[src/lsm_pkg.sv]
// Shared command codes, result kinds and checksum helper for the LIN frame engine.
package lsm_pkg;

    localparam logic [3:0] CMD_RX_BYTE     = 4'd0;
    localparam logic [3:0] CMD_TICK        = 4'd1;
    localparam logic [3:0] CMD_LOAD_SLOT   = 4'd2;
    localparam logic [3:0] CMD_ENABLE      = 4'd3;
    localparam logic [3:0] CMD_DISABLE     = 4'd4;
    localparam logic [3:0] CMD_DISABLE_ALL = 4'd5;
    localparam logic [3:0] CMD_ERASE_ALL   = 4'd6;
    localparam logic [3:0] CMD_SLOT_DATA   = 4'd7;
    localparam logic [3:0] CMD_MASTER_BYTE = 4'd8;
    localparam logic [3:0] CMD_MASTER_HDR  = 4'd9;
    localparam logic [3:0] CMD_MASTER_FRM  = 4'd10;

    localparam logic [1:0] KIND_BREAK = 2'd0;
    localparam logic [1:0] KIND_SEND  = 2'd1;
    localparam logic [1:0] KIND_FRAME = 2'd2;
    localparam logic [1:0] KIND_DATA  = 2'd3;

    localparam logic [1:0] ACT_MONITOR = 2'd1;
    localparam logic [1:0] ACT_SLAVE   = 2'd2;

    localparam logic [7:0] LIN_SYNC  = 8'h55;
    localparam logic [7:0] PID_MASK  = 8'h3F;
    localparam logic [7:0] TIMEOUT_RESET = 8'd3;

    typedef logic [7:0] t_byte;

    // one step of the end-around-carry sum
    function automatic t_byte lin_add(input t_byte s, input t_byte d);
        logic [8:0] t;
        t = {1'b0, s} + {1'b0, d};
        if (t > 9'd255) begin
            t = t - 9'd255;
        end
        return t[7:0];
    endfunction

endpackage

[src/lin_slave_monitor_frame_engine.sv]
// LIN slave/monitor frame engine top level: command sequencer, slot table, frame buffers.
//
// One word is taken per command; the engine then stays busy until its work is done.
// Simple commands pass through an execute state and back to idle. A PID search walks
// the slot table one slot per cycle. Result words go out one per cycle while the output
// is free; each slave response byte passes through a read state and then an emit state,
// because every read of the data memory is registered before its data is available. A
// frame check scans the receive buffer one byte per cycle. Erase all, and the period
// after reset, run a clearing pass over the whole data memory during which no command
// is taken.
module lin_slave_monitor_frame_engine #(
    parameter int SLOT_COUNT     = 16,
    parameter int MAX_DATA_BYTES = 8
) (
    input  logic        i_clk,
    input  logic        i_rst_n,
    input  logic        i_valid,
    output logic        o_stall,
    input  logic [3:0]  i_command,
    input  logic [7:0]  i_rx_byte,
    input  logic        i_break_seen,
    input  logic [3:0]  i_slot_index,
    input  logic        i_slot_active,
    input  logic [1:0]  i_slot_action,
    input  logic [7:0]  i_slot_pid,
    input  logic [3:0]  i_slot_len,
    input  logic [2:0]  i_byte_index,
    input  logic [7:0]  i_byte_value,
    input  logic [7:0]  i_frame_pid,
    input  logic [3:0]  i_frame_len,
    output logic        o_valid,
    input  logic        i_stall,
    output logic [1:0]  o_kind,
    output logic [7:0]  o_value,
    output logic [3:0]  o_frame_length,
    output logic        o_last,
    input  logic        i_psel,
    input  logic        i_penable,
    input  logic        i_pwrite,
    input  logic [2:0]  i_paddr,
    input  logic [31:0] i_pwdata,
    output logic [31:0] o_prdata,
    output logic        o_pready
);
    import lsm_pkg::*;

    localparam int SW     = (SLOT_COUNT > 1) ? $clog2(SLOT_COUNT) : 1;
    localparam int BW     = (MAX_DATA_BYTES > 1) ? $clog2(MAX_DATA_BYTES) : 1;
    localparam int RX_CAP = MAX_DATA_BYTES + 1;
    localparam int RW     = $clog2(RX_CAP);
    localparam int DEPTH  = SLOT_COUNT * MAX_DATA_BYTES;
    localparam int DAW    = (DEPTH > 1) ? $clog2(DEPTH) : 1;

    typedef enum logic [3:0] {
        S_CLR, S_IDLE, S_EXEC, S_SRCH, S_SRD, S_SEM, S_SCK,
        S_FSUM, S_FHEAD, S_FDAT, S_MST
    } t_state;

    typedef enum logic [2:0] {P_IDLE, P_PID, P_MPID, P_DATA} t_phase;

    t_state      r_state;
    t_phase      r_phase;
    logic [3:0]  r_cmd;
    logic [7:0]  r_rxb;
    logic        r_brk;
    logic [3:0]  r_si;
    logic        r_sact;
    logic [1:0]  r_sacn;
    logic [7:0]  r_spid;
    logic [3:0]  r_slen;
    logic [2:0]  r_bi;
    logic [7:0]  r_bv;
    logic [7:0]  r_fpid;
    logic [3:0]  r_flen;

    logic        r_act  [SLOT_COUNT];
    logic [1:0]  r_acn  [SLOT_COUNT];
    logic [7:0]  r_pid  [SLOT_COUNT];
    logic [3:0]  r_len  [SLOT_COUNT];
    logic [7:0]  r_mbuf [MAX_DATA_BYTES];
    logic [7:0]  r_rbuf [RX_CAP];

    logic [7:0]  r_timeout;
    logic [7:0]  r_tick;
    logic [3:0]  r_cnt;
    logic [7:0]  r_cur;
    logic [SW:0] r_idx;
    logic [3:0]  r_j;
    logic [3:0]  r_n;
    logic [7:0]  r_sum;
    logic [DAW-1:0] r_clr;

    logic        r_ovalid;
    logic [1:0]  r_kind;
    logic [7:0]  r_value;
    logic [3:0]  r_olen;
    logic        r_last;

    logic           o_free;
    logic           slot_ok;
    logic           byte_ok;
    logic [6:0]     si_ext;
    logic [SW-1:0]  si_w;
    logic [SW-1:0]  idx_w;
    logic [BW-1:0]  bi_w;
    logic [3:0]     slen_cap;
    logic [3:0]     flen_cap;
    logic [3:0]     hit_len;
    logic [3:0]     mj;
    logic           ram_we;
    logic [DAW-1:0] ram_waddr;
    logic [7:0]     ram_wdata;
    logic [DAW-1:0] ram_raddr;
    logic [7:0]     ram_rdata;
    logic [7:0]     m_val;
    logic [1:0]     m_kind;
    logic           m_last;
    logic           m_is_data;

    always_comb begin
        o_free    = !r_ovalid || !i_stall;
        si_ext    = {3'b000, r_si};
        si_w      = si_ext[SW-1:0];
        idx_w     = r_idx[SW-1:0];
        bi_w      = r_bi[BW-1:0];
        slot_ok   = si_ext < 7'(SLOT_COUNT);
        byte_ok   = {1'b0, r_bi} < 4'(MAX_DATA_BYTES);
        flen_cap  = (r_flen > 4'(MAX_DATA_BYTES)) ? 4'(MAX_DATA_BYTES) : r_flen;
        hit_len   = (r_len[idx_w] > 4'(MAX_DATA_BYTES)) ? 4'(MAX_DATA_BYTES) : r_len[idx_w];
        slen_cap  = hit_len;
        mj        = r_j - 4'd3;

        ram_we    = 1'b0;
        ram_waddr = r_clr;
        ram_wdata = 8'd0;
        if (r_state == S_CLR) begin
            ram_we = 1'b1;
        end else if (r_state == S_EXEC && r_cmd == CMD_SLOT_DATA && slot_ok && byte_ok) begin
            ram_we    = 1'b1;
            ram_waddr = DAW'(si_w) * DAW'(MAX_DATA_BYTES) + DAW'(r_bi);
            ram_wdata = r_bv;
        end
        ram_raddr = DAW'(idx_w) * DAW'(MAX_DATA_BYTES) + DAW'(r_j);

        // master transmit sequence: break, sync, pid, then data and checksum for a full frame only
        m_is_data = 1'b0;
        m_kind    = KIND_SEND;
        m_val     = ~r_sum;
        if (r_j == 4'd0) begin
            m_kind = KIND_BREAK;
            m_val  = 8'd0;
        end else if (r_j == 4'd1) begin
            m_val = LIN_SYNC;
        end else if (r_j == 4'd2) begin
            m_val = r_fpid;
        end else if (mj < r_n) begin
            m_is_data = 1'b1;
            m_val     = r_mbuf[mj[BW-1:0]];
        end
        if (r_cmd == CMD_MASTER_HDR) begin
            m_last = (r_j == 4'd2);
        end else begin
            m_last = (r_j == r_n + 4'd3);
        end
    end

    lsm_data_ram #(.DEPTH(DEPTH), .AW(DAW)) u_ram (
        .i_clk   (i_clk),
        .i_we    (ram_we),
        .i_waddr (ram_waddr),
        .i_wdata (ram_wdata),
        .i_raddr (ram_raddr),
        .o_rdata (ram_rdata)
    );

    always_ff @(posedge i_clk) begin
        if (!i_rst_n) begin
            r_state   <= S_CLR;
            r_phase   <= P_IDLE;
            r_timeout <= TIMEOUT_RESET;
            r_tick    <= 8'd0;
            r_cnt     <= 4'd0;
            r_cur     <= 8'd0;
            r_idx     <= '0;
            r_j       <= 4'd0;
            r_n       <= 4'd0;
            r_sum     <= 8'd0;
            r_clr     <= '0;
            r_ovalid  <= 1'b0;
            for (int i = 0; i < SLOT_COUNT; i++) begin
                r_act[i] <= 1'b0;
                r_acn[i] <= 2'd0;
                r_pid[i] <= 8'd0;
                r_len[i] <= 4'd0;
            end
            for (int i = 0; i < MAX_DATA_BYTES; i++) begin
                r_mbuf[i] <= 8'd0;
            end
        end else begin
            if (i_psel && i_penable && i_pwrite && !i_paddr[2]) begin
                r_timeout <= i_pwdata[7:0];
            end
            if (r_ovalid && !i_stall) begin
                r_ovalid <= 1'b0;
            end

            case (r_state)
                S_CLR: begin
                    if (r_clr == DAW'(DEPTH - 1)) begin
                        r_state <= S_IDLE;
                    end else begin
                        r_clr <= r_clr + 1'b1;
                    end
                end
                S_IDLE: begin
                    if (i_valid) begin
                        r_cmd   <= i_command;
                        r_rxb   <= i_rx_byte;
                        r_brk   <= i_break_seen;
                        r_si    <= i_slot_index;
                        r_sact  <= i_slot_active;
                        r_sacn  <= i_slot_action;
                        r_spid  <= i_slot_pid;
                        r_slen  <= i_slot_len;
                        r_bi    <= i_byte_index;
                        r_bv    <= i_byte_value;
                        r_fpid  <= i_frame_pid;
                        r_flen  <= i_frame_len;
                        r_state <= S_EXEC;
                    end
                end
                S_EXEC: begin
                    r_state <= S_IDLE;
                    case (r_cmd)
                        CMD_RX_BYTE: begin
                            case (r_phase)
                                P_IDLE: begin
                                    r_cnt <= 4'd0;
                                    if (r_brk && r_rxb == LIN_SYNC) begin
                                        r_tick  <= 8'd0;
                                        r_phase <= P_PID;
                                    end
                                end
                                P_PID: begin
                                    r_tick  <= 8'd0;
                                    r_cur   <= r_rxb;
                                    r_idx   <= '0;
                                    r_state <= S_SRCH;
                                end
                                P_MPID: begin
                                    r_cur   <= r_rxb;
                                    r_cnt   <= 4'd0;
                                    r_phase <= P_DATA;
                                end
                                P_DATA: begin
                                    r_tick <= 8'd0;
                                    r_rbuf[r_cnt[RW-1:0]] <= r_rxb;
                                    r_cnt <= r_cnt + 4'd1;
                                    if (r_cnt + 4'd1 == 4'(RX_CAP)) begin
                                        r_n     <= 4'(RX_CAP);
                                        r_j     <= 4'd0;
                                        r_sum   <= r_cur;
                                        r_state <= S_FSUM;
                                    end
                                end
                                default: begin
                                    r_phase <= P_IDLE;
                                    r_cnt   <= 4'd0;
                                    r_tick  <= 8'd0;
                                end
                            endcase
                        end
                        CMD_TICK: begin
                            if (r_phase != P_IDLE) begin
                                if (r_tick >= r_timeout) begin
                                    if (r_phase == P_DATA) begin
                                        r_n     <= r_cnt;
                                        r_j     <= 4'd0;
                                        r_sum   <= r_cur;
                                        r_state <= S_FSUM;
                                    end else begin
                                        r_phase <= P_IDLE;
                                        r_cnt   <= 4'd0;
                                        r_tick  <= 8'd0;
                                    end
                                end else begin
                                    r_tick <= r_tick + 8'd1;
                                end
                            end
                        end
                        CMD_LOAD_SLOT: begin
                            if (slot_ok) begin
                                r_act[si_w] <= r_sact;
                                r_acn[si_w] <= r_sacn;
                                r_pid[si_w] <= r_spid;
                                r_len[si_w] <= r_slen;
                            end
                        end
                        CMD_ENABLE: begin
                            if (slot_ok) begin
                                r_act[si_w] <= 1'b1;
                            end
                        end
                        CMD_DISABLE: begin
                            if (slot_ok) begin
                                r_act[si_w] <= 1'b0;
                            end
                        end
                        CMD_DISABLE_ALL: begin
                            for (int i = 0; i < SLOT_COUNT; i++) begin
                                r_act[i] <= 1'b0;
                            end
                        end
                        CMD_ERASE_ALL: begin
                            for (int i = 0; i < SLOT_COUNT; i++) begin
                                r_act[i] <= 1'b0;
                                r_pid[i] <= 8'd0;
                                r_len[i] <= 4'd0;
                            end
                            r_clr   <= '0;
                            r_state <= S_CLR;
                        end
                        CMD_MASTER_BYTE: begin
                            if (byte_ok) begin
                                r_mbuf[bi_w] <= r_bv;
                            end
                        end
                        CMD_MASTER_HDR, CMD_MASTER_FRM: begin
                            r_j     <= 4'd0;
                            r_n     <= flen_cap;
                            r_sum   <= r_fpid;
                            r_state <= S_MST;
                        end
                        default: begin
                        end
                    endcase
                end
                S_SRCH: begin
                    if (r_idx == (SW+1)'(SLOT_COUNT)) begin
                        r_phase <= P_IDLE;
                        r_cnt   <= 4'd0;
                        r_tick  <= 8'd0;
                        r_state <= S_IDLE;
                    end else if (r_act[idx_w] && r_pid[idx_w] == (r_cur & PID_MASK)) begin
                        if (r_acn[idx_w] == ACT_MONITOR) begin
                            r_phase <= P_DATA;
                            r_cnt   <= 4'd0;
                            r_state <= S_IDLE;
                        end else if (r_acn[idx_w] == ACT_SLAVE) begin
                            r_n     <= slen_cap;
                            r_j     <= 4'd0;
                            r_sum   <= r_cur;
                            r_state <= (slen_cap == 4'd0) ? S_SCK : S_SRD;
                        end else begin
                            r_phase <= P_IDLE;
                            r_cnt   <= 4'd0;
                            r_tick  <= 8'd0;
                            r_state <= S_IDLE;
                        end
                    end else begin
                        r_idx <= r_idx + 1'b1;
                    end
                end
                S_SRD: begin
                    r_state <= S_SEM;
                end
                S_SEM: begin
                    if (o_free) begin
                        r_ovalid <= 1'b1;
                        r_kind   <= KIND_SEND;
                        r_value  <= ram_rdata;
                        r_olen   <= 4'd0;
                        r_last   <= 1'b0;
                        r_sum    <= lin_add(r_sum, ram_rdata);
                        r_j      <= r_j + 4'd1;
                        r_state  <= (r_j + 4'd1 < r_n) ? S_SRD : S_SCK;
                    end
                end
                S_SCK: begin
                    if (o_free) begin
                        r_ovalid <= 1'b1;
                        r_kind   <= KIND_SEND;
                        r_value  <= ~r_sum;
                        r_olen   <= 4'd0;
                        r_last   <= 1'b1;
                        r_phase  <= P_IDLE;
                        r_cnt    <= 4'd0;
                        r_tick   <= 8'd0;
                        r_state  <= S_IDLE;
                    end
                end
                S_FSUM: begin
                    if (r_n == 4'd0) begin
                        r_phase <= P_IDLE;
                        r_cnt   <= 4'd0;
                        r_tick  <= 8'd0;
                        r_state <= S_IDLE;
                    end else if (r_j < r_n - 4'd1) begin
                        r_sum <= lin_add(r_sum, r_rbuf[r_j[RW-1:0]]);
                        r_j   <= r_j + 4'd1;
                    end else if (r_rbuf[r_j[RW-1:0]] == ~r_sum) begin
                        r_state <= S_FHEAD;
                    end else begin
                        r_phase <= P_IDLE;
                        r_cnt   <= 4'd0;
                        r_tick  <= 8'd0;
                        r_state <= S_IDLE;
                    end
                end
                S_FHEAD: begin
                    if (o_free) begin
                        r_ovalid <= 1'b1;
                        r_kind   <= KIND_FRAME;
                        r_value  <= r_cur & PID_MASK;
                        r_olen   <= r_n - 4'd1;
                        r_last   <= (r_n == 4'd1);
                        r_j      <= 4'd0;
                        if (r_n == 4'd1) begin
                            r_phase <= P_IDLE;
                            r_cnt   <= 4'd0;
                            r_tick  <= 8'd0;
                            r_state <= S_IDLE;
                        end else begin
                            r_state <= S_FDAT;
                        end
                    end
                end
                S_FDAT: begin
                    if (o_free) begin
                        r_ovalid <= 1'b1;
                        r_kind   <= KIND_DATA;
                        r_value  <= r_rbuf[r_j[RW-1:0]];
                        r_olen   <= 4'd0;
                        r_last   <= (r_j == r_n - 4'd2);
                        r_j      <= r_j + 4'd1;
                        if (r_j == r_n - 4'd2) begin
                            r_phase <= P_IDLE;
                            r_cnt   <= 4'd0;
                            r_tick  <= 8'd0;
                            r_state <= S_IDLE;
                        end
                    end
                end
                S_MST: begin
                    if (o_free) begin
                        r_ovalid <= 1'b1;
                        r_kind   <= m_kind;
                        r_value  <= m_val;
                        r_olen   <= 4'd0;
                        r_last   <= m_last;
                        r_j      <= r_j + 4'd1;
                        if (m_is_data) begin
                            r_sum <= lin_add(r_sum, m_val);
                        end
                        if (m_last) begin
                            r_cur   <= r_fpid;
                            r_cnt   <= 4'd0;
                            r_tick  <= 8'd0;
                            r_phase <= (r_cmd == CMD_MASTER_HDR) ? P_MPID : P_IDLE;
                            r_state <= S_IDLE;
                        end
                    end
                end
                default: begin
                    r_state <= S_IDLE;
                end
            endcase
        end
    end

    assign o_stall        = (r_state != S_IDLE);
    assign o_valid        = r_ovalid;
    assign o_kind         = r_kind;
    assign o_value        = r_value;
    assign o_frame_length = r_olen;
    assign o_last         = r_last;
    assign o_pready       = 1'b1;
    assign o_prdata       = i_paddr[2] ? 32'd0 : {24'd0, r_timeout};

    a_cnt_cap: assert property (@(posedge i_clk) disable iff (!i_rst_n)
        r_cnt <= 4'(RX_CAP))
        else $error("receive count beyond capacity");

    a_idx_range: assert property (@(posedge i_clk) disable iff (!i_rst_n)
        (r_state == S_SRCH) |-> (r_idx <= (SW+1)'(SLOT_COUNT)))
        else $error("slot search index out of range");

    a_hold_word: assert property (@(posedge i_clk) disable iff (!i_rst_n)
        (r_ovalid && i_stall) |=> (r_ovalid && $stable(r_value) && $stable(r_kind)))
        else $error("pending word overwritten");

    a_clr_busy: assert property (@(posedge i_clk) disable iff (!i_rst_n)
        (r_state == S_CLR) |-> o_stall)
        else $error("command taken during clearing pass");
endmodule

[src/lsm_data_ram.sv]
// Slot response data memory: one write port, one registered read port.
module lsm_data_ram #(
    parameter int DEPTH = 128,
    parameter int AW    = 7
) (
    input  logic          i_clk,
    input  logic          i_we,
    input  logic [AW-1:0] i_waddr,
    input  logic [7:0]    i_wdata,
    input  logic [AW-1:0] i_raddr,
    output logic [7:0]    o_rdata
);
    logic [7:0] r_mem [DEPTH];
    logic [7:0] r_rdata;

    always_ff @(posedge i_clk) begin
        if (i_we) begin
            r_mem[i_waddr] <= i_wdata;
        end
        r_rdata <= r_mem[i_raddr];
    end

    assign o_rdata = r_rdata;
endmodule

[config.mk]
export PLATFORM = sky130hd
export DESIGN_NAME = lin_slave_monitor_frame_engine
export DESIGN_NICKNAME = d
export VERILOG_FILES = /design/src/lsm_pkg.sv /design/src/lin_slave_monitor_frame_engine.sv /design/src/lsm_data_ram.sv
export SDC_FILE = /design/constraint.sdc
export NUM_CORES = 2
export LEC_CHECK = 0
export BUFFER_PORTS_ARGS = -buffer_cell sky130_fd_sc_hd__buf_2
export CAP_MARGIN = 10
export CORE_UTILIZATION = 50
export DETAILED_ROUTE_END_ITERATION = 16
export PLACE_DENSITY = 0.66
export SETUP_SLACK_MARGIN = 0.1
export SLEW_MARGIN = 10
export SYNTH_ARGS = -nofsm -noshare
export SYNTH_HDL_FRONTEND = slang
export SYNTH_SLANG_ARGS = --single-unit
[constraint.sdc]
create_clock -name i_clk -period 18.95 [get_ports i_clk]
set_clock_uncertainty 0.15 [all_clocks]
set_input_delay 0.9475 -clock i_clk [delete_from_list [all_inputs] [get_ports i_clk]]
set_output_delay 0.9475 -clock i_clk [all_outputs]
set_load 0.01 [all_outputs]
==> impl_metrics.xml <==
<?xml version="1.0" encoding="UTF-8"?>
<metrics>
  <group name="run_status">
    <metric name="status" unit="">finished, final reports clean</metric>
  </group>
  <group name="placed_design">
    <metric name="port-buffer-count" unit="">95</metric>
    <metric name="place_ws" unit="ns">11.96</metric>
    <metric name="placed_cells_incl_taps" unit="">5543</metric>
    <metric name="placement.cell_area" unit="mm²">0.0684</metric>
    <metric name="place.detailed.hpwl" unit="µm">98300</metric>
    <metric name="globalplace.congestion" unit="">0.914</metric>
  </group>
  <group name="power_and_ir_drop">
    <metric name="power_per_cell_area" unit="mW/mm²">107</metric>
    <metric name="power.leakage" unit="nW">21.9</metric>
    <metric name="max-vdd-ir-drop" unit="V">0.0000911</metric>
    <metric name="finalPower" unit="mW">7.85</metric>
  </group>
  <group name="routing">
    <metric name="wire_length_per_cell" unit="µm">26.5</metric>
    <metric name="via_count" unit="">35313</metric>
    <metric name="antenna_left" unit="">0</metric>
    <metric name="detail_route.iter0.violations" unit="">3552</metric>
    <metric name="drc_errors" unit="">0</metric>
    <metric name="drtPass1Iterations" unit="">6</metric>
    <metric name="drt_wl_total" unit="µm">154000</metric>
    <metric name="detail_route.vias_per_cell" unit="">6.05</metric>
  </group>
  <group name="cts">
    <metric name="cts_inserted_buffers" unit="">161</metric>
    <metric name="tritoncts" unit="">yes</metric>
    <metric name="postCtsHoldBufs" unit="">0</metric>
    <metric name="clk_latency" unit="ns">0.78</metric>
    <metric name="cts_buffer_depth" unit="">3</metric>
    <metric name="clockRootBuffer" unit="">clkbuf_16</metric>
    <metric name="cts.repair_timing.setup_buffer_count" unit="">0</metric>
    <metric name="clock-sinks" unit="">1549</metric>
    <metric name="h-tree-depth" unit="">4</metric>
    <metric name="cts_repair_resize_count" unit="">0</metric>
    <metric name="cts.clk_slew.worst_paths" unit="ns">0.06</metric>
  </group>
  <group name="critical_path">
    <metric name="r2r.worst_path.cells" unit="">22</metric>
    <metric name="worstSetupPathType" unit="">register to register</metric>
    <metric name="crit_path_end_kind" unit="">register</metric>
    <metric name="timing.critical_path.required" unit="ns">19.50</metric>
    <metric name="worst_setup_path_startpoint" unit="">r_j[1]$_SDFFE_PN0P_</metric>
    <metric name="crit_path_max_fanout" unit="">63</metric>
    <metric name="worst_path_arrival" unit="ns">7.47</metric>
    <metric name="timing.critical_path.to" unit="">r_sum[1]$_SDFFE_PN0P_</metric>
    <metric name="r2r_slack" unit="ns">12.03</metric>
    <metric name="timing.critical_path.from_type" unit="">register</metric>
    <metric name="timing.rr.start" unit="">r_j[1]$_SDFFE_PN0P_</metric>
    <metric name="rr_endpoint" unit="">r_sum[1]$_SDFFE_PN0P_</metric>
  </group>
  <group name="logic_synthesis">
    <metric name="synth_async_sr_flop_share" unit="%">0</metric>
    <metric name="synth.yosys.seq_area_share" unit="%">69.0</metric>
    <metric name="synth.avg_cell_area" unit="µm²">17.1</metric>
    <metric name="synth_cell_type_count" unit="">86</metric>
    <metric name="synth.ff_latch_count" unit="">1549</metric>
    <metric name="synth-edff-count" unit="">1461</metric>
    <metric name="ys_warn_count" unit="">0</metric>
    <metric name="post_synth_instance_area" unit="mm²">0.0662</metric>
    <metric name="ys_dominant_reg_cell" unit="">edfxtp_1</metric>
    <metric name="post_synth_inst_count" unit="">3865</metric>
  </group>
  <group name="cells_and_area">
    <metric name="num_antenna_cells" unit="">0</metric>
    <metric name="instances_no_fill" unit="">5836</metric>
    <metric name="layout.cells.most_common_list" unit="">1461 x edfxtp_1, 416 x mux4_2, 265 x nor2_1</metric>
    <metric name="layout-area-overhead-vs-synth" unit="%">11.0</metric>
    <metric name="nNetsFinal" unit="">4120</metric>
    <metric name="postLayoutCellArea" unit="mm²">0.0734</metric>
    <metric name="drive_above_1_share" unit="%">21.8</metric>
    <metric name="postLayoutCoreUtil" unit="%">55.9</metric>
    <metric name="commonest_non_fill_non_tap_cell_in_the_layout" unit="">edfxtp_1</metric>
  </group>
  <group name="timing">
    <metric name="setup_viol_count_final" unit="">0</metric>
    <metric name="timing.final.hold_violations" unit="">0</metric>
    <metric name="worst-slew-pin-transition" unit="ns">1.27</metric>
    <metric name="fmax_achieved" unit="MHz">144</metric>
    <metric name="setup_tns" unit="ns">0</metric>
    <metric name="period_utilisation_layout" unit="%">36.5</metric>
    <metric name="hold_slack" unit="ns">0.187</metric>
    <metric name="grt_setup_unrepaired" unit="">false</metric>
    <metric name="timing.slew.headroom" unit="%">14.2</metric>
    <metric name="final_critical_path_setup_slack" unit="ns">12.03</metric>
    <metric name="post-route-min-period" unit="ns">6.92</metric>
    <metric name="finalMaxSlewViolations" unit="">0</metric>
  </group>
  <group name="grt">
    <metric name="grt_pass1_vias" unit="">34935</metric>
    <metric name="globalRoute.totalOverflow" unit="">0</metric>
    <metric name="wire_length_of_the_first_global_routing_pass" unit="µm">232000</metric>
    <metric name="global_route.usage.total" unit="%">23.3</metric>
    <metric name="number_of_antenna_violations_at_the_first_check_in_global_routing" unit="">3</metric>
    <metric name="grt_start_max_net_pins" unit="">98</metric>
  </group>
  <group name="floorplan">
    <metric name="starting_utilization_of_the_core_area" unit="%">50.4</metric>
    <metric name="pin_count" unit="">147</metric>
    <metric name="die_width" unit="µm">366</metric>
    <metric name="total_die_area" unit="mm²">0.134</metric>
    <metric name="die-height" unit="µm">366</metric>
    <metric name="design.core.area" unit="mm²">0.131</metric>
    <metric name="fp-row-count" unit="">133</metric>
  </group>
  <group name="flow_run">
    <metric name="maxCapViolCount" unit="">0</metric>
  </group>
  <group name="min_path">
    <metric name="worstHoldPathType" unit="">input pin to register</metric>
  </group>
</metrics>
[state kept, by name, indices dropped and copies added, names as in the netlist, 16 cells and up, named ones only]
name / flops
r_len: 64
r_act: 16
u_ram.r_mem: 1024
r_acn: 32
r_rbuf: 72
r_mbuf: 64
r_pid: 128
[cell usage after synthesis, drive strengths merged, types with 9 or more instances]
cell type	number	share of area [%]
and2	192	1.8
a21oi	80	0.61
nand3	47	0.36
or2	28	0.26
nor2b	22	0.21
a21o	20	0.23
inv	44	0.25
a211oi	29	0.33
nand4	13	0.12
a311oi	13	0.20
o22ai	19	0.18
nor3	49	0.39
nor4	11	0.10
xor2	29	0.41
and3	126	1.2
o21a	14	0.16
a21boi	10	0.11
a31oi	14	0.13
nor3b	11	0.12
ha	69	1.3
buf	78	0.65
nand2	168	0.96
o21ai	109	0.82
o211ai	15	0.17
mux2	17	0.29
nor2	268	1.5
dfxtp	88	2.7
or3	9	0.085
edfxtp	1461	66
xnor2	34	0.47
clkbuf	186	1.1
mux4	416	14
nand2b	31	0.29
mux2i	39	0.59
[power breakdown]
part	switching (mW)	total [mW]	internal (mW)
registers	0.106	3.92	3.81
logic	0.568	0.922	0.355
clock network	1.32	3.00	1.68
total	1.99	7.85	5.85
[kinds of logic (layout without fill, tap and decap cells)]
group / Yosys count / count (layout) / share of synthesized area (%)
flops: 1549 / 1549 / 69.0
simple gates: 1003 / 1003 / 7.79
mux: 472 / 472 / 15.0
compound gates: 394 / 394 / 3.92
buf+inv: 309 / 502 / 1.96
fa+ha+maj: 73 / 73 / 1.41
xor+xnor: 63 / 63 / 0.885
other cells: 2 / 25 / 0.0114
[worst min-delay path by stage]
stage / start / end / cells after the start
final: i_byte_value[4] / r_bv[4]$_DFFE_PP_ / 1
after global placement: r_timeout[7]$_SDFFE_PN0P_ / r_timeout[7]$_SDFFE_PN0P_ / 2
after global routing: i_byte_value[4] / r_bv[4]$_DFFE_PP_ / 1
after floorplan: r_timeout[2]$_SDFFE_PN0P_ / r_timeout[2]$_SDFFE_PN0P_ / 2
after CTS: i_byte_value[4] / r_bv[4]$_DFFE_PP_ / 1
after detailed placement: r_timeout[7]$_SDFFE_PN0P_ / r_timeout[7]$_SDFFE_PN0P_ / 2
[layout make-up]
| class | instances | area, µm² |
|---|---|---|
| Multi-Input combinational cell | 2030 | 19400 |
| Clock inverter | 89 | 749 |
| Timing Repair Buffer | 164 | 1020 |
| Clock buffer | 204 | 4250 |
| Inverter | 45 | 169 |
| Sequential cell | 1549 | 45700 |
| Fill cell | 9962 | 57900 |
| Tap cell | 1755 | 2200 |
[critical path, stage by stage (launching register included)]
cell       delay (ns)
dfxtp_4          0.98
ha_1             0.39
xor2_4           0.45
inv_1            0.16
ha_1             0.31
o21a_1           0.16
o31a_1           0.18
or2_2            0.44
a211oi_1         0.34
a211oi_1         0.09
a211oi_1         0.27
a21oi_1          0.08
ha_1             0.24
fa_1             0.43
a21o_1           0.19
a21o_1           0.21
nand2_1          0.09
a2111oi_0        0.15
or4_1            0.55
o2111a_1         0.21
a31oi_1          0.27
mux2_1           0.36
a31oi_1          0.15
[metal layers]
metal	global-route usage [%]	share of wire [%]	vias up
met3	3.92	7.0	265
li1	-	-	15484
met5	0	0	-
met1	32.8	42	18167
met2	37.2	48	1397
met4	7.64	3.1	0
(Power assumes the default switching activity.)
